`src/rtl/wpm_pkg.sv`:
```
// Package for the wildcard pattern matcher: action codes, symbol constants,
// the per-cell control bundle and the default store depth. No dependencies.
package wpm_pkg;

  // Default number of pattern bytes held in the cell chain
  localparam int unsigned PatternMaxDefault = 32;

  // Pattern wildcards
  localparam logic [7:0] SymStar     = 8'd42;
  localparam logic [7:0] SymQuestion = 8'd63;

  // Transaction kinds on the input channel
  typedef enum logic [1:0] {
    ACT_LOAD    = 2'd0,
    ACT_SUBJECT = 2'd1,
    ACT_EMPTY   = 2'd2
  } action_e;

  // Control broadcast from the top level to every cell
  typedef struct packed {
    logic       load;     // pattern byte accepted
    logic       new_pat;  // pattern byte starts a fresh pattern
    logic       step;     // subject byte that is not the last one
    logic       restart;  // subject ends: live set returns to the start set
    logic [7:0] sym;      // byte of the transaction
  } cell_ctrl_t;

endpackage

```
`src/rtl/wpm_item_if.sv`:
```
// Input channel of the wildcard pattern matcher: valid/ready plus one item.
// No dependencies.
interface wpm_item_if;
  logic       valid;
  logic       ready;
  logic [1:0] action;
  logic [7:0] symbol;
  logic       last;

  modport source (output valid, output action, output symbol, output last, input ready);
  modport sink   (input valid, input action, input symbol, input last, output ready);
endinterface

```
`src/rtl/wpm_result_if.sv`:
```
// Result channel of the wildcard pattern matcher: valid/ready plus one result.
// No dependencies.
interface wpm_result_if;
  logic valid;
  logic ready;
  logic matched;
  logic pattern_overflow;

  modport source (output valid, output matched, output pattern_overflow, input ready);
  modport sink   (input valid, input matched, input pattern_overflow, output ready);
endinterface

```
`src/rtl/wildcard_pattern_matcher_unit.sv`:
```
// Top level of the wildcard pattern matcher: control, end position, result register.
// Depends on wpm_pkg, wpm_item_if, wpm_result_if and wpm_cell.
//
//   channel | dir | modport | carries
//   in_i    | in  | sink    | action, symbol, last
//   out_o   | out | source  | matched, pattern_overflow
//
// One transaction per cycle unless the input is stalled; a result appears in the
// output register the cycle after the subject's last byte or the empty-subject
// item. The cell chain updates the live set; star closure ripples cell to cell.
// Reset clears the pattern to empty with only position zero live.
// Input is stalled only while a result waits and out_o.ready is low.
module wildcard_pattern_matcher_unit import wpm_pkg::*; #(
  parameter int unsigned PATTERN_MAX = PatternMaxDefault
) (
  input  logic         clk_i,
  input  logic         rst_ni,
  wpm_item_if.sink     in_i,
  wpm_result_if.source out_o
);

  localparam int unsigned LEN_W = $clog2(PATTERN_MAX + 1);

  logic             loading_q, loading_d;
  logic [LEN_W-1:0] len_q, len_d, len_eff;
  logic             ovf_q, ovf_d;
  logic             full;
  logic             start_n_q, start_n_d, closed_n;
  logic             accept, produce, match;
  logic             out_valid_q, out_valid_d, matched_q, out_ovf_q;
  cell_ctrl_t       ctrl;

  logic [PATTERN_MAX:0] adv, prop, fwd;
  logic [PATTERN_MAX:0] start_vec, closed_vec;

  assign in_i.ready = !out_valid_q || out_o.ready;
  assign accept     = in_i.valid && in_i.ready;

  assign len_eff = loading_q ? '0 : len_q;
  assign full    = len_eff == LEN_W'(PATTERN_MAX);

  // Decode the transaction
  always_comb begin
    ctrl         = '0;
    ctrl.sym     = in_i.symbol;
    ctrl.new_pat = loading_q;
    produce      = 1'b0;
    loading_d    = loading_q;
    len_d        = len_q;
    ovf_d        = ovf_q;
    if (accept) begin
      case (in_i.action)
        ACT_LOAD: begin
          ctrl.load = 1'b1;
          loading_d = in_i.last;
          len_d     = full ? len_eff : len_eff + LEN_W'(1);
          ovf_d     = (loading_q ? 1'b0 : ovf_q) | full;
        end
        ACT_SUBJECT: begin
          loading_d    = 1'b1;
          ctrl.step    = !in_i.last;
          ctrl.restart = in_i.last;
          produce      = in_i.last;
        end
        ACT_EMPTY: begin
          loading_d    = 1'b1;
          ctrl.restart = 1'b1;
          produce      = 1'b1;
        end
        default: begin
        end
      endcase
    end
  end

  // Cell chain, one cell per pattern byte
  assign adv[0]  = 1'b0;
  assign prop[0] = 1'b0;
  assign fwd[0]  = 1'b1;

  for (genvar i = 0; i < PATTERN_MAX; i++) begin : g_cell
    wpm_cell #(
      .IDX   (i),
      .LEN_W (LEN_W)
    ) u_cell (
      .clk_i       (clk_i),
      .rst_ni      (rst_ni),
      .ctrl_i      (ctrl),
      .len_i       (len_q),
      .wr_idx_i    (len_eff),
      .adv_i       (adv[i]),
      .prop_i      (prop[i]),
      .start_fwd_i (fwd[i]),
      .adv_o       (adv[i+1]),
      .prop_o      (prop[i+1]),
      .start_fwd_o (fwd[i+1]),
      .closed_o    (closed_vec[i]),
      .start_o     (start_vec[i])
    );
  end

  // End position, past the last byte slot
  assign closed_n = adv[PATTERN_MAX] || prop[PATTERN_MAX];
  assign start_n_d = ctrl.load ? ((loading_q ? 1'b0 : start_n_q) | fwd[PATTERN_MAX])
                               : start_n_q;

  assign start_vec[PATTERN_MAX]  = start_n_q;
  assign closed_vec[PATTERN_MAX] = closed_n;

  // Pick the end-of-pattern bit; an empty subject is judged on the start set
  assign match = (in_i.action == ACT_EMPTY) ? start_vec[len_q] : closed_vec[len_q];

  assign out_valid_d = produce || (out_valid_q && !out_o.ready);

  // Control state
  always_ff @(posedge clk_i or negedge rst_ni) begin
    if (!rst_ni) begin
      loading_q   <= 1'b1;
      len_q       <= '0;
      ovf_q       <= 1'b0;
      start_n_q   <= 1'b0;
      out_valid_q <= 1'b0;
    end else begin
      loading_q   <= loading_d;
      len_q       <= len_d;
      ovf_q       <= ovf_d;
      start_n_q   <= start_n_d;
      out_valid_q <= out_valid_d;
    end
  end

  // Hold the result payload
  always_ff @(posedge clk_i) begin
    if (produce) begin
      matched_q <= match;
      out_ovf_q <= ovf_q;
    end
  end

  assign out_o.valid            = out_valid_q;
  assign out_o.matched          = matched_q;
  assign out_o.pattern_overflow = out_ovf_q;

endmodule

```
`src/rtl/wpm_cell.sv`:
```
// One pattern position of the matcher chain: stored byte, live bit and start bit.
// Depends on wpm_pkg.
module wpm_cell import wpm_pkg::*; #(
  parameter int unsigned IDX   = 0,
  parameter int unsigned LEN_W = 6
) (
  input  logic             clk_i,
  input  logic             rst_ni,
  input  cell_ctrl_t       ctrl_i,
  input  logic [LEN_W-1:0] len_i,       // current pattern length
  input  logic [LEN_W-1:0] wr_idx_i,    // store slot for a pattern byte
  input  logic             adv_i,       // previous position advances into this one
  input  logic             prop_i,      // star closure from the previous position
  input  logic             start_fwd_i, // start bit handed on by a write upstream
  output logic             adv_o,
  output logic             prop_o,
  output logic             start_fwd_o,
  output logic             closed_o,    // closed next-live bit of this position
  output logic             start_o      // stored start bit
);

  logic [7:0] sym_q;
  logic       live_q, live_d;
  logic       start_q, start_d;
  logic       in_pat, wr, is_star, is_quest, hit, start_new, stay;

  assign in_pat   = LEN_W'(IDX) < len_i;
  assign wr       = ctrl_i.load && (wr_idx_i == LEN_W'(IDX));
  assign is_star  = sym_q == SymStar;
  assign is_quest = sym_q == SymQuestion;
  assign hit      = is_quest || (sym_q == ctrl_i.sym);

  // Start set: cleared by a fresh pattern, extended one slot past each star written at a start slot
  assign start_new   = (ctrl_i.new_pat ? 1'b0 : start_q) | start_fwd_i;
  assign start_fwd_o = wr && start_new && (ctrl_i.sym == SymStar);
  assign start_d     = ctrl_i.load ? start_new : start_q;

  // Subject step: a star keeps its position, a hit moves on, closure ripples
  assign stay     = live_q && in_pat && is_star;
  assign adv_o    = live_q && in_pat && !is_star && hit;
  assign closed_o = stay || adv_i || prop_i;
  assign prop_o   = closed_o && is_star && in_pat;

  // Next live bit
  always_comb begin
    live_d = live_q;
    if (ctrl_i.load) begin
      live_d = start_d;
    end else if (ctrl_i.restart) begin
      live_d = start_q;
    end else if (ctrl_i.step) begin
      live_d = closed_o;
    end
  end

  // Hold the pattern byte
  always_ff @(posedge clk_i) begin
    if (wr) begin
      sym_q <= ctrl_i.sym;
    end
  end

  // Live and start bits
  always_ff @(posedge clk_i or negedge rst_ni) begin
    if (!rst_ni) begin
      live_q  <= (IDX == 0);
      start_q <= (IDX == 0);
    end else begin
      live_q  <= live_d;
      start_q <= start_d;
    end
  end

  assign start_o = start_q;

endmodule
```
`src/flat_wrapper.sv`:
```
// flat-port wrapper written by rule: the top's interface ports become plain ports
module wildcard_pattern_matcher_unit_flat import wpm_pkg::*;
#(
  parameter int unsigned PATTERN_MAX = PatternMaxDefault
)
  (clk_i, rst_ni, in_i_valid, in_i_action, in_i_symbol, in_i_last, in_i_ready, out_o_valid, out_o_matched, out_o_pattern_overflow, out_o_ready);
  wpm_item_if in_i_i ();
  wpm_result_if out_o_i ();
  input  logic clk_i;
  input  logic rst_ni;
  input wire logic [$bits(in_i_i.valid)-1:0] in_i_valid;
  input wire logic [$bits(in_i_i.action)-1:0] in_i_action;
  input wire logic [$bits(in_i_i.symbol)-1:0] in_i_symbol;
  input wire logic [$bits(in_i_i.last)-1:0] in_i_last;
  output wire logic [$bits(in_i_i.ready)-1:0] in_i_ready;
  output wire logic [$bits(out_o_i.valid)-1:0] out_o_valid;
  output wire logic [$bits(out_o_i.matched)-1:0] out_o_matched;
  output wire logic [$bits(out_o_i.pattern_overflow)-1:0] out_o_pattern_overflow;
  input wire logic [$bits(out_o_i.ready)-1:0] out_o_ready;
  assign in_i_i.valid = in_i_valid;
  assign in_i_i.action = in_i_action;
  assign in_i_i.symbol = in_i_symbol;
  assign in_i_i.last = in_i_last;
  assign in_i_ready = in_i_i.ready;
  assign out_o_valid = out_o_i.valid;
  assign out_o_matched = out_o_i.matched;
  assign out_o_pattern_overflow = out_o_i.pattern_overflow;
  assign out_o_i.ready = out_o_ready;
  wildcard_pattern_matcher_unit #(.PATTERN_MAX(PATTERN_MAX)) u_core (.clk_i(clk_i), .rst_ni(rst_ni), .in_i(in_i_i), .out_o(out_o_i));
endmodule
```
`config.mk`:
```
export PLATFORM = sky130hd
export DESIGN_NAME = wildcard_pattern_matcher_unit_flat
export DESIGN_NICKNAME = d
export VERILOG_FILES = /design/src/rtl/wpm_pkg.sv /design/src/rtl/wpm_item_if.sv /design/src/rtl/wpm_result_if.sv /design/src/rtl/wildcard_pattern_matcher_unit.sv /design/src/rtl/wpm_cell.sv /design/src/flat_wrapper.sv
export SDC_FILE = /design/constraint.sdc
export NUM_CORES = 1
export LEC_CHECK = 0
export BUFFER_PORTS_ARGS = -buffer_cell sky130_fd_sc_hd__buf_2
export CAP_MARGIN = 10
export CORE_UTILIZATION = 60
export DETAILED_ROUTE_END_ITERATION = 8
export PLACE_DENSITY_LB_ADDON = 0.2
export SYNTH_ARGS = -nofsm -noshare
export SYNTH_HDL_FRONTEND = slang
export SYNTH_SLANG_ARGS = --single-unit
```
`constraint.sdc`:
```
create_clock -name clk_i -period 11.2 [get_ports clk_i]
set_clock_uncertainty 0.2 [all_clocks]
set_input_delay 2.24 -clock clk_i [delete_from_list [all_inputs] [get_ports clk_i]]
set_output_delay 2.24 -clock clk_i [all_outputs]
set_load 0.1 [all_outputs]
```
; ---- Yosys cells after proc, flatten, opt, wreduce, memory -nomap -nowiden
; Cells that the tools add are included.
[word_totals]
ff_bits = 332
latch_bits = 0
ramBits = 0
rom_bits = 0
output_inout_bits = 4
wordCells = 904
memories = 0
[classes]
n_addsub = 1
n_mul = 0
div = 0
n_lt_le_gt_ge = 33
eq_ne = 131
shift = 0
mux = 175
n_bitwise = 33
reduce_logical = 428
[op_table]
columns = cell, n
row1 = $eq 8x6->1 const B, 65
row2 = $logic_and 1x1->1, 289
row3 = $eq 8x8->1, 32
row4 = $mux 1, 168
row5 = $logic_or 1x1->1, 97
row6 = $eq 6x5->1 const B, 16
row7 = $lt 5x6->1 const A, 16
row8 = $eq 6x4->1 const B, 8
row9 = $lt 4x6->1 const A, 8
row10 = $logic_not 1->1, 35
row11 = $or 1x1->1, 33
row12 = $eq 6x3->1 const B, 4
row13 = $lt 3x6->1 const A, 4
row14 = $bmux 1 s6, 2
row15 = $eq 6x2->1 const B, 2
row16 = $lt 1x6->1 const A, 2
row17 = $lt 2x6->1 const A, 2
row18 = $mux 6, 2
row19 = $lt 6x7->1 const B, 1
row20 = $add 6x1->6 const B, 1
row21 = $eq 6x1->1 const B, 1
row22 = $eq 6x6->1 const B, 1
row23 = $logic_not 6->1, 1
row24 = $pmux 1 s2, 2
row25 = other kinds (8), 9

; ---- Depth between registers and ports, before layout
; Gate-level depths: netlist of run 1.
[depth]
depth_word = 102
mapped_depth = 20

; ---- Hierarchy
; A second synthesis of run 1 with hierarchy kept.
[unflattened]
hier_cells = 1782
hier_area_um2 = 20133.1
[modules_own_cells]
columns = module, n_inst, cells_each, area_per_inst_um2
row1 = wpm_cell at u_core.g_cell[19].u_cell ..., 3, 51, 569.3
row2 = wildcard_pattern_matcher_unit, 1, 129, 1307.5
row3 = wpm_cell at u_core.g_cell[8].u_cell, 1, 56, 631.9
row4 = wpm_cell at u_core.g_cell[13].u_cell, 1, 52, 616.8
row5 = wpm_cell at u_core.g_cell[21].u_cell, 1, 53, 611.8
row6 = wpm_cell at u_core.g_cell[12].u_cell, 1, 52, 608.1
row7 = wpm_cell at u_core.g_cell[28].u_cell, 1, 51, 606.8
row8 = wpm_cell at u_core.g_cell[9].u_cell, 1, 57, 606.8
row9 = wpm_cell at u_core.g_cell[15].u_cell, 1, 51, 605.6
row10 = wpm_cell at u_core.g_cell[30].u_cell, 1, 49, 601.8
row11 = wpm_cell at u_core.g_cell[0].u_cell, 1, 52, 599.3
row12 = wpm_cell at u_core.g_cell[20].u_cell, 1, 53, 599.3
row13 = wpm_cell at u_core.g_cell[14].u_cell, 1, 51, 598.1
row14 = wpm_cell at u_core.g_cell[22].u_cell, 1, 53, 596.8
row15 = +17 rows, -, -, -

; ---- Worst setup path before layout of run 1
; Ideal clock, no wire load.
[synth_timing]
path_kind = input-to-output
start = input out_o_ready
end = output in_i_ready
arrival_time_ns = 3.287
required_ns = 8.760
path_slack_ns = 5.473
cell_stages = 2
path_buffers = 1
path_cell_list = nand2b_1 > clkbuf_1
[synth_via]
elab_chain_len = 1
[synth_rtl]
columns = element, line_no
row1 = "start, declared", flat_wrapper.sv:19  ; input wire logic [$bits(out_o_i.ready)-1:0] out_o_ready;
row2 = $logic_or 1x1->1, wildcard_pattern_matcher_unit.sv:36  ; assign in_i.ready = !out_valid_q || out_o.ready;
row3 = "end, declared", flat_wrapper.sv:15  ; output wire logic [$bits(in_i_i.ready)-1:0] in_i_ready;
; Every way passes these cells.

; ---- Worst setup path after layout of run 1
[layout_timing]
start = input in_i_symbol[4]
end = register u_core.g_cell[28].u_cell.live_q
[layout_via]
elab_chain_len = 89
[layout_rtl]
columns = element, line_no
row1 = "start, declared", flat_wrapper.sv:13  ; input wire logic [$bits(in_i_i.symbol)-1:0] in_i_symbol;
row2 = branches (longest 88 deep; another with $eq 8x6->1), -
row3 = $mux 1 *, wpm_cell.sv:47  ; if (ctrl_i.load) begin
row4 = "end signal, assigned", wpm_cell.sv:66  ; live_q <= (IDX == 0);
row5 = "end signal, assigned", wpm_cell.sv:69  ; live_q <= live_d;
row6 = "end, declared", wpm_cell.sv:23  ; logic live_q, live_d;
; Every way passes the cells marked *. The select of a mux whose other input is x is not followed.
; A chain may end at the register's enable or synchronous reset.

==> results of run 1 <==
-- cell usage in the layout (no fill, tap or decap), drive strengths merged, types with 33 or more instances in the layout --
cell and count:
edfxtp 258, xnor2 160, dfrtp 71, nor2 165, a31oi 33, o21ai 64, nor4 51, clkbuf 53
a21oi 82, nand3 54, nand4 64, buf 44, xor2 96, nor3 43, nand2 136
-- layout make-up --
| cell class | instances | area (um2) |
|---|---|---|
| tap | 396 | 495 |
| timing repair buffer | 44 | 308 |
| inverter | 28 | 105 |
| multi-input combinational | 1318 | 8790 |
| clock inverter | 15 | 136 |
| fill | 2326 | 10400 |
| sequential | 332 | 9600 |
| clock buffer | 53 | 1090 |
-- sequential cells by signal, indices dropped and copies added (netlist names) --
| name | flops |
|---|---|
| u_core.start_n_q | 1 |
| u_core.g_cell.u_cell.sym_q | 256 |
| u_core.g_cell.u_cell.start_o | 32 |
| u_core.loading_q | 1 |
| u_core.g_cell.u_cell.live_q | 32 |
| u_core.len_q | 6 |
| u_core.out_o.pattern_overflow | 1 |
| u_core.out_o.matched | 1 |
| u_core.ovf_q | 1 |
| u_core.out_o.valid | 1 |
-- per-layer routing --
metal | vias up | share of wire (%) | track usage, %
met2 | 729 | 44 | 49.9
met4 | 0 | 3.4 | 11.2
li1 | 6647 | - | -
met1 | 7175 | 44 | 46.7
met5 | - | 0 | 0
met3 | 121 | 9.1 | 7.39
-- stage by stage --
step | setup WS [ns] | std cells
after floorplan | 5.47 | 1768
after global placement | 4.55 | 2118
after detailed placement | 4.53 | 2118
after CTS | 5.07 | 2186
after global routing | 4.77 | 2186
final | 5.01 | 2186
-- power by group --
| group | internal, mW | switching [mW] |
|---|---|---|
| Sequential | 1.37 | 0.0580 |
| Clock | 0.725 | 0.483 |
| Combinational | 0.163 | 0.387 |
| Total | 2.26 | 0.927 |
-- worst min-delay path by stage --
stage	end	slack, ns	start
finish	u_core.out_o.pattern_overflow$_DFFE_PP_	0.27	u_core.ovf_q$_DFFE_PN0P_
global route	u_core.out_o.pattern_overflow$_DFFE_PP_	0.28	u_core.ovf_q$_DFFE_PN0P_
detailed placement	u_core.out_o.pattern_overflow$_DFFE_PP_	0.23	u_core.ovf_q$_DFFE_PN0P_
CTS	u_core.out_o.pattern_overflow$_DFFE_PP_	0.26	u_core.ovf_q$_DFFE_PN0P_
floorplan	u_core.out_o.pattern_overflow$_DFFE_PP_	0.23	u_core.ovf_q$_DFFE_PN0P_
global placement	u_core.out_o.pattern_overflow$_DFFE_PP_	0.24	u_core.ovf_q$_DFFE_PN0P_
-- kinds of logic (layout without fill, tap and decap cells) --
family | Yosys count | after routing | synth area share (%)
mux | 16 | 16 | 1.52
flops | 332 | 332 | 50.5
fa+ha+maj | 8 | 8 | 0.527
simple gates | 657 | 657 | 17.9
compound gates | 381 | 381 | 14.4
buf+inv | 118 | 140 | 3.31
xor+xnor | 256 | 256 | 11.8
==> flow_summary.toml, run 1 <==
[clock_network]
cts_resized = 0
cts_tree = "done"
post_cts_buffers = 0
htreeDepth = 2
postCtsHoldBufs = 0
cts_root_buffer = "clkbuf_16"
clock_sinks = 332
clockBufferDepth = 3
cts.clk_slew.worst_paths_ns = 0.06
clk_latency_ns = 0.53
numCtsBuffers = 37

[worst_setup_path]
critPathMaxFanout = 40
path_depth = 15
cp.arrival_ns = 6.38
crit_path_start_kind = "input pin"
timing.rr.start = "u_core.loading_q$_DFFE_PN1P_"
rrSetupSlack_ns = 5.61
end_kind = "flip-flop"
cp_num_buf_inv = 2
slowest_delay_ns = 0.75
critPathSlowestCell = "a2111oi_0"
critical_path_class = "input pin to flip-flop"
critPathTopFamily = "compound AO/OA/AOI/OAI gates"
r2r_end = "u_core.g_cell[24].u_cell.live_q$_DFFE_PN0P_"
cp_data_required_time_ns = 11.39
critical_path.cell_chain = "buf_4 > buf_4 > xnor2_1 > nand4_1 > o21ai_0 > a31oi_1 > nand3_2 > o22ai_2 > nand2_2 > nor3_4 > o21ai_2 > a31oi_1 > nor2_1 > a2111oi_0 > nor2_1"
setup.worst_path.start = "in_i_symbol[4]"
reg2reg_depth = 15
critical_path.endpoint = "u_core.g_cell[28].u_cell.live_q$_DFFE_PN0P_"

[synth]
synth.avg_cell_area_um2 = 10.7
ys_types = 108
ys.flop_type = "edfxtp_1"
syn_area_um2 = 19000
ys_ff_latch = 332
syn-instance-count = 1768
yosysMostFrequentCell = "edfxtp_1"
syn_nets = 1791
synth_warnings = 0
async_reset_ff_share_pct = 22.3
synth_edf_count = 258
synth_top_area_share_pct = 40.8
synth-seq-area-share_pct = 50.5
synth_area_leaders = "edfxtp_1 (41%), dfrtp_1 (9.4%), xnor2_1 (7.4%), xor2_1 (4.4%), nor2_1 (3.2%)"
netlist_top_cells_count = "edfxtp_1 (258), nor2_1 (161), xnor2_1 (160)"
synth.largest_area_cell = "edfxtp_1"

[status]
violations = "DRC"
run_status = "complete, but fails checks"

[die]
coreArea_um2 = 30900
fp.dieH_um = 180
die-width_um = 180
dieArea_um2 = 32400
io_pins = 19
fp-row-count = 64
start_util_pct = 61.5

[timing]
period_needed_ns = 6.19
hold_violations = 0
finalSetupTns_ns = 0
setup_viol = 0
max_slew.worst_pin.slew_ns = 1.25
period_share_pct = 55.3
rsz0062_at_grt = "false"
slew_headroom_pct = 16.5
hold-worst-slack_ns = 0.265
fmaxAchievable_mhz = 161
maxSlewViolCount = 0

[detailed_routing]
drcViolationCount = 1
initialDrtViolationCount = 1709
postRouteWirelength_um = 52500
drt.antenna.violating_nets = 0
wire_per_inst_um = 24.0
dr.pass1.iters = 8
num_vias = 14700
viasPerCell = 6.71

[job]
drv_cap = 0

[power]
p_per_area_nw_per_um2 = 155
p_leak_nw = 6.90
finalPower_mw = 3.19
ir_drop_mv = 0.170

[cells_and_area]
final_layout_size_suffix_gt1_share_pct = 9.39
utilization_pct = 66.4
nNetsFinal = 1784
fin_area_um2 = 20500
area_delta_synth_final_pct = 8.02
n_antenna_cell = 0

[worst_hold_path]
min-delay-path-class = "flip-flop to flip-flop"
holdPathStages = 0

[global_route]
gr-total-overflow = 0
grt_antenna_before_repair = 0
first_global_vias = 14200
track_usage_pct = 32.8
grt_pass1_wl_um = 82000
grt_max_degree = 75

[placement]
portBuffers = 18
placed_cell_area_um2 = 19300
gp_congestion = 0.987
dp_hpwl_um = 36000
Note: power is estimated with default switching activity, not from simulation.
==> run 2: changes to the inputs <==
- clock period: 11.2 -> 5.7 ns (I/O delays scaled with it)
==> run 2 against run 1 <==
Compared with the run above:
- highest routed layer unchanged
- first-iteration DRC count increased by 14%
- combinational power increased by 110%
- setup slack got worse by 4.2 ns
- power increased by 98%
- die area unchanged
- non-clock buffer count increased by 19
- sequential power increased by 94%
- count of clock-buffer cells in the layout decreased by 2
- cell count increased by 0.78%
- clock power increased by 96%
- critical endpoint is now u_core.out_o.matched$_DFFE_PP_
- register-to-register slack got worse by 4.8 ns
- global-route usage decreased by 0.63 points
- the flow still finishes with violations (DRC)
==> flow_summary.toml, run 2 (synthesis gave the netlist of run 1 again) <==
[status]
run_status = "complete, but fails checks"
violations = "DRC"

[worst_setup_path]
r2r_end = "u_core.out_o.matched$_DFFE_PP_"
critical_path_class = "flip-flop to flip-flop"
critical_path.endpoint = "u_core.out_o.matched$_DFFE_PP_"
cp.arrival_ns = 5.10
end_kind = "flip-flop"
timing.rr.start = "u_core.len_q[4]$_DFFE_PN0P_"
critPathMaxFanout = 18
setup.worst_path.start = "u_core.len_q[4]$_DFFE_PN0P_"
crit_path_start_kind = "flip-flop"
cp_data_required_time_ns = 5.86
rrSetupSlack_ns = 0.77
reg2reg_depth = 13

[clock_network]
cts_root_buffer = "clkbuf_16"
htreeDepth = 2
clock_sinks = 332
numCtsBuffers = 37
cts_tree = "done"
cts.clk_slew.worst_paths_ns = 0.06
clockBufferDepth = 3
post_cts_buffers = 0
clk_latency_ns = 0.53
cts_resized = 0
postCtsHoldBufs = 0

[die]
io_pins = 19
start_util_pct = 61.5
die-width_um = 180
fp-row-count = 64
coreArea_um2 = 30900
dieArea_um2 = 32400
fp.dieH_um = 180

[cells_and_area]
final_common_cell = "edfxtp_1"
final_layout_size_suffix_gt1_share_pct = 10.3
largest_reg_flops = 256
seqCellArea_um2 = 9600
layout_common_cells = "edfxtp_1 (258), nor2_1 (161), xnor2_1 (160)"
utilization_pct = 66.8
area_delta_synth_final_pct = 8.70
n_antenna_cell = 0
fillers = 2367
nNetsFinal = 1803
largest_register = "u_core.g_cell.u_cell.sym_q"
multi_input_area_um2 = 8790
fin_area_um2 = 20700

[power]
p_leak_nw = 6.99
ir_drop_mv = 0.305
p_per_area_nw_per_um2 = 305

[detailed_routing]
dr.pass1.iters = 7
drt.antenna.violating_nets = 0
viasPerCell = 6.70
initialDrtViolationCount = 1952
num_vias = 14800
postRouteWirelength_um = 52000
drcViolationCount = 1
wire_per_inst_um = 23.6

[global_route]
grt_pass1_wl_um = 81100
first_global_vias = 14200
grt_antenna_before_repair = 0
gr-total-overflow = 0
grt_max_degree = 75
track_usage_pct = 32.2

[timing]
period_needed_ns = 4.93
period_share_pct = 86.5
hold-worst-slack_ns = 0.256
setup_viol = 0
finalSetupTns_ns = 0
maxSlewViolCount = 0
max_slew.worst_pin.slew_ns = 1.34
hold_violations = 0
rsz0062_at_grt = "false"
fmaxAchievable_mhz = 203
slew_headroom_pct = 10.1

[placement]
placed_cell_area_um2 = 19400
dp_hpwl_um = 35300
portBuffers = 18
gp_congestion = 0.968

[job]
drv_cap = 0

[worst_hold_path]
min-delay-path-class = "flip-flop to flip-flop"
[run 2: critical path: stages, from the launching register on]
cell      delay, ns
dfrtp_1        0.95
or2_1          0.68
o31ai_1        0.24
nor4b_1        0.38
nor4b_1        0.40
o311a_1        0.30
o211ai_1       0.14
a21oi_2        0.40
nor3_4         0.09
o21ai_2        0.22
a31oi_1        0.17
nor4_1         0.29
nor4_1         0.11
a21oi_1        0.18
[run 2: layer usage]
metal | share of wire, % | GRT usage, % | up-vias
met5 | 0 | 0 | -
met4 | 2.9 | 11.2 | 0
met3 | 9.2 | 5.75 | 103
met2 | 45 | 49.1 | 759
met1 | 43 | 46.5 | 7229
li1 | - | - | 6677
[run 2: cell type report]
cell class	count	area share, %
Sequential cell	332	46.5
Tap cell	396	2.40
Multi-Input combinational cell	1318	42.6
Clock inverter	15	0.606
Timing Repair Buffer	63	2.18
Inverter	28	0.509
Clock buffer	51	5.26
[run 2: worst min-delay path by stage]
stage	startpoint	end	slack (ns)	cells past startpoint
after floorplan	u_core.ovf_q$_DFFE_PN0P_	u_core.out_o.pattern_overflow$_DFFE_PP_	0.23	0
after global placement	u_core.ovf_q$_DFFE_PN0P_	u_core.out_o.pattern_overflow$_DFFE_PP_	0.24	0
after detailed placement	u_core.ovf_q$_DFFE_PN0P_	u_core.out_o.pattern_overflow$_DFFE_PP_	0.24	0
after CTS	u_core.ovf_q$_DFFE_PN0P_	u_core.out_o.pattern_overflow$_DFFE_PP_	0.26	0
after global routing	u_core.ovf_q$_DFFE_PN0P_	u_core.out_o.pattern_overflow$_DFFE_PP_	0.29	0
final	u_core.ovf_q$_DFFE_PN0P_	u_core.out_o.pattern_overflow$_DFFE_PP_	0.26	0
[run 2: through the flow]
| step | total power, mW | worst slack (ns) | instances |
|---|---|---|---|
| after global routing | 6.48 | 0.541 | 2203 |
| after CTS | 6.28 | 0.941 | 2202 |
| after floorplan | 3.53 | 1.20 | 1768 |
| final | 6.29 | 0.769 | 2203 |
| after global placement | 3.90 | 0.701 | 2136 |
| after detailed placement | 3.91 | 0.576 | 2136 |
[run 2: report_power, final]
group / internal [mW] / switching [mW]
Combinational: 0.344 / 0.794
Clock: 1.42 / 0.952
Sequential: 2.69 / 0.0894
Total: 4.46 / 1.84
==> run 3: changes to the inputs <==
- ABC_AREA: unset -> 1
- CORE_UTILIZATION: 60 -> 25
==> run 3 against run 2 <==
Compared with the run above:
- the run ends with setup timing left
- first-iteration DRC count decreased by 29%
- flip-flop and latch count did not move
- synthesized cell count grew 21%
- register-to-register slack worse by 1.2 ns
- synthesized area is 1.5% lower
- worst hold slack lost 0.12 ns
- core utilization is 33 points lower
- fmax fell by 20%
- clock power increased by 11%
- critical endpoint is now u_core.g_cell[9].u_cell.live_q$_DFFE_PN0P_
- largest cell class unchanged
- highest routed layer unchanged
==> flow_summary.toml, run 3 <==
[detailed_routing]
initialDrtViolationCount = 1383
postRouteWirelength_um = 68800
drt.antenna.violating_nets = 0
drcViolationCount = 0
num_vias = 16800
wire_per_inst_um = 19.6
dr.pass1.iters = 7
viasPerCell = 4.78

[cells_and_area]
final_layout_size_suffix_gt1_share_pct = 28.9
nNetsFinal = 2544
layout_common_cells = "nand2_1 (454), buf_4 (386), edfxtp_1 (258)"
area_delta_synth_final_pct = 32.3
largest_register = "u_core.g_cell.u_cell.sym_q"
n_antenna_cell = 0
largest_reg_flops = 256
fin_area_um2 = 24800
final_common_cell = "nand2_1"

[die]
fp-row-count = 99
die-width_um = 276
io_pins = 19
fp.dieH_um = 276
dieArea_um2 = 76000
start_util_pct = 25.4
coreArea_um2 = 73600

[clock_network]
cts.clk_slew.worst_paths_ns = 0.06
clockBufferDepth = 3
clk_latency_ns = 0.58
cts_tree = "done"
clock_sinks = 332
cts_root_buffer = "clkbuf_16"
htreeDepth = 2
postCtsHoldBufs = 0
numCtsBuffers = 41

[timing]
max_slew.worst_pin.slew_ns = 1.18
rsz0062_at_grt = "true"
period_share_pct = 108
slew_headroom_pct = 21.2
setup_viol = 17
setup_slack_ns = -0.431
fmaxAchievable_mhz = 163
period_needed_ns = 6.13
hold_violations = 0
maxSlewViolCount = 0

[synth]
synth_edf_count = 258
ys.flop_type = "edfxtp_1"
ys_types = 62
syn-instance-count = 2131
netlist_top_cells_count = "nand2_1 (490), edfxtp_1 (258), nor2_1 (223)"
synth.avg_cell_area_um2 = 8.78
syn_area_um2 = 18700
synth_top_area_share_pct = 41.4
syn_nets = 2154
synth.largest_area_cell = "edfxtp_1"
ys_ff_latch = 332
synth-seq-area-share_pct = 51.3
synth_area_leaders = "edfxtp_1 (41%), nand2_1 (9.8%), dfrtp_1 (9.5%), xnor2_1 (5.0%), nor2_1 (4.5%)"
async_reset_ff_share_pct = 22.3
synth_warnings = 0
yosysMostFrequentCell = "nand2_1"

[placement]
gp_congestion = 0.862
portBuffers = 18
pre_cts_ws_ns = -1.10
placed_cell_area_um2 = 21800
dp_hpwl_um = 48200

[global_route]
grt_max_degree = 74
grt_pass1_wl_um = 104000
gr-total-overflow = 0
first_global_vias = 16900
grt_antenna_before_repair = 1
track_usage_pct = 18.2

[status]
run_status = "complete, but fails checks"
violations = "setup timing"

[power]
p_per_area_nw_per_um2 = 275
ir_drop_mv = 0.199
p_leak_nw = 10.0

[worst_setup_path]
cp.arrival_ns = 6.33
critPathSlowestCell = "dfstp_2"
crit_path_start_kind = "flip-flop"
crit_path_frequent_cell = "buf_4"
critPathMaxFanout = 5
critical_path_class = "flip-flop to flip-flop"
rrSetupSlack_ns = -0.43
end_kind = "flip-flop"
slowest_delay_ns = 0.68
cp_data_required_time_ns = 5.90

[worst_hold_path]
min-delay-path-class = "input pin to async pin"

[job]
drv_cap = 0
-- run 3: layout make-up --
cell class                      count  area [um2]
Multi-Input combinational cell   1489        8230
Inverter                          224         863
Clock inverter                     20         201
Timing Repair Buffer              433        3520
Fill cell                        7588       48800
Clock buffer                       56        1140
Sequential cell                   332        9600
Tap cell                          959        1200
-- run 3: repair_timing --
action,CTS,global route
gates resized for setup,56,78
endpoints found under the setup margin,11,28
buffers inserted,146,29
pin swaps,22,37
-- run 3: power breakdown --
group	internal, mW	switching [mW]
Combinational	0.522	0.874
Clock	1.55	1.08
Sequential	2.71	0.0808
Total	4.78	2.04
-- run 3: worst max-delay path: cells and delay by family, from the launching register on --
family	cells	cell delay [ns]
fa+ha+maj	1	0.16
buf+inv	30	3.48
simple gates	17	1.13
compound gates	4	0.26
flops	1	0.68
-- run 3: path summary, 6_finish.rpt --
check                                        startpoint                                           to  cells after the start
min in group clk_i             u_core.ovf_q$_DFFE_PN0P_      u_core.out_o.pattern_overflow$_DFFE_PP_                      0
setup reg to reg           u_core.loading_q$_DFFE_PN1P_   u_core.g_cell[9].u_cell.live_q$_DFFE_PN0P_                     52
hold reg to reg                u_core.ovf_q$_DFFE_PN0P_      u_core.out_o.pattern_overflow$_DFFE_PP_                      0
setup / recovery           u_core.loading_q$_DFFE_PN1P_   u_core.g_cell[9].u_cell.live_q$_DFFE_PN0P_                     52
max in group asynchronous                        rst_ni    u_core.g_cell[4].u_cell.start_o$_DFF_PN0_                      2
hold / removal                                   rst_ni  u_core.g_cell[22].u_cell.live_q$_DFFE_PN0P_                      1
-- run 3: logic make-up after synthesis --
family | Yosys count | share of synthesized area (%)
adders and majority gates | 8 | 0.535
DFF | 332 | 51.3
and+or+nand+nor | 1084 | 26.5
buffers and inverters | 310 | 6.58
AOI/OAI and AO/OA | 286 | 9.91
xor gates and xnor gates | 111 | 5.19
-- run 3: per-layer routing --
metal / global-route usage, % / up-vias / part of all wire, %
li1: - / 8062 / -
met1: 25.0 / 8129 / 46
met2: 29.0 / 466 / 45
met3: 2.81 / 134 / 5.6
met4: 6.66 / 0 / 3.7
met5: 0 / - / 0
-- run 3: metrics by stage --
step           hold slack (ns)  cells  utilization (%)  total power [mW]  setup TNS [ns]
6_report                 0.138   3513             33.7              6.82           -3.83
5_1_grt                  0.110   3513             33.7              7.08          -12.89
4_1_cts                  0.103   3504             33.2              6.82          -0.761
3_5_place_dp             0.247   3282             29.6              4.08          -11.72
3_3_place_gp             0.244   3282             29.6              4.08          -10.15
2_1_floorplan            0.225   2131                -              3.41          -0.582
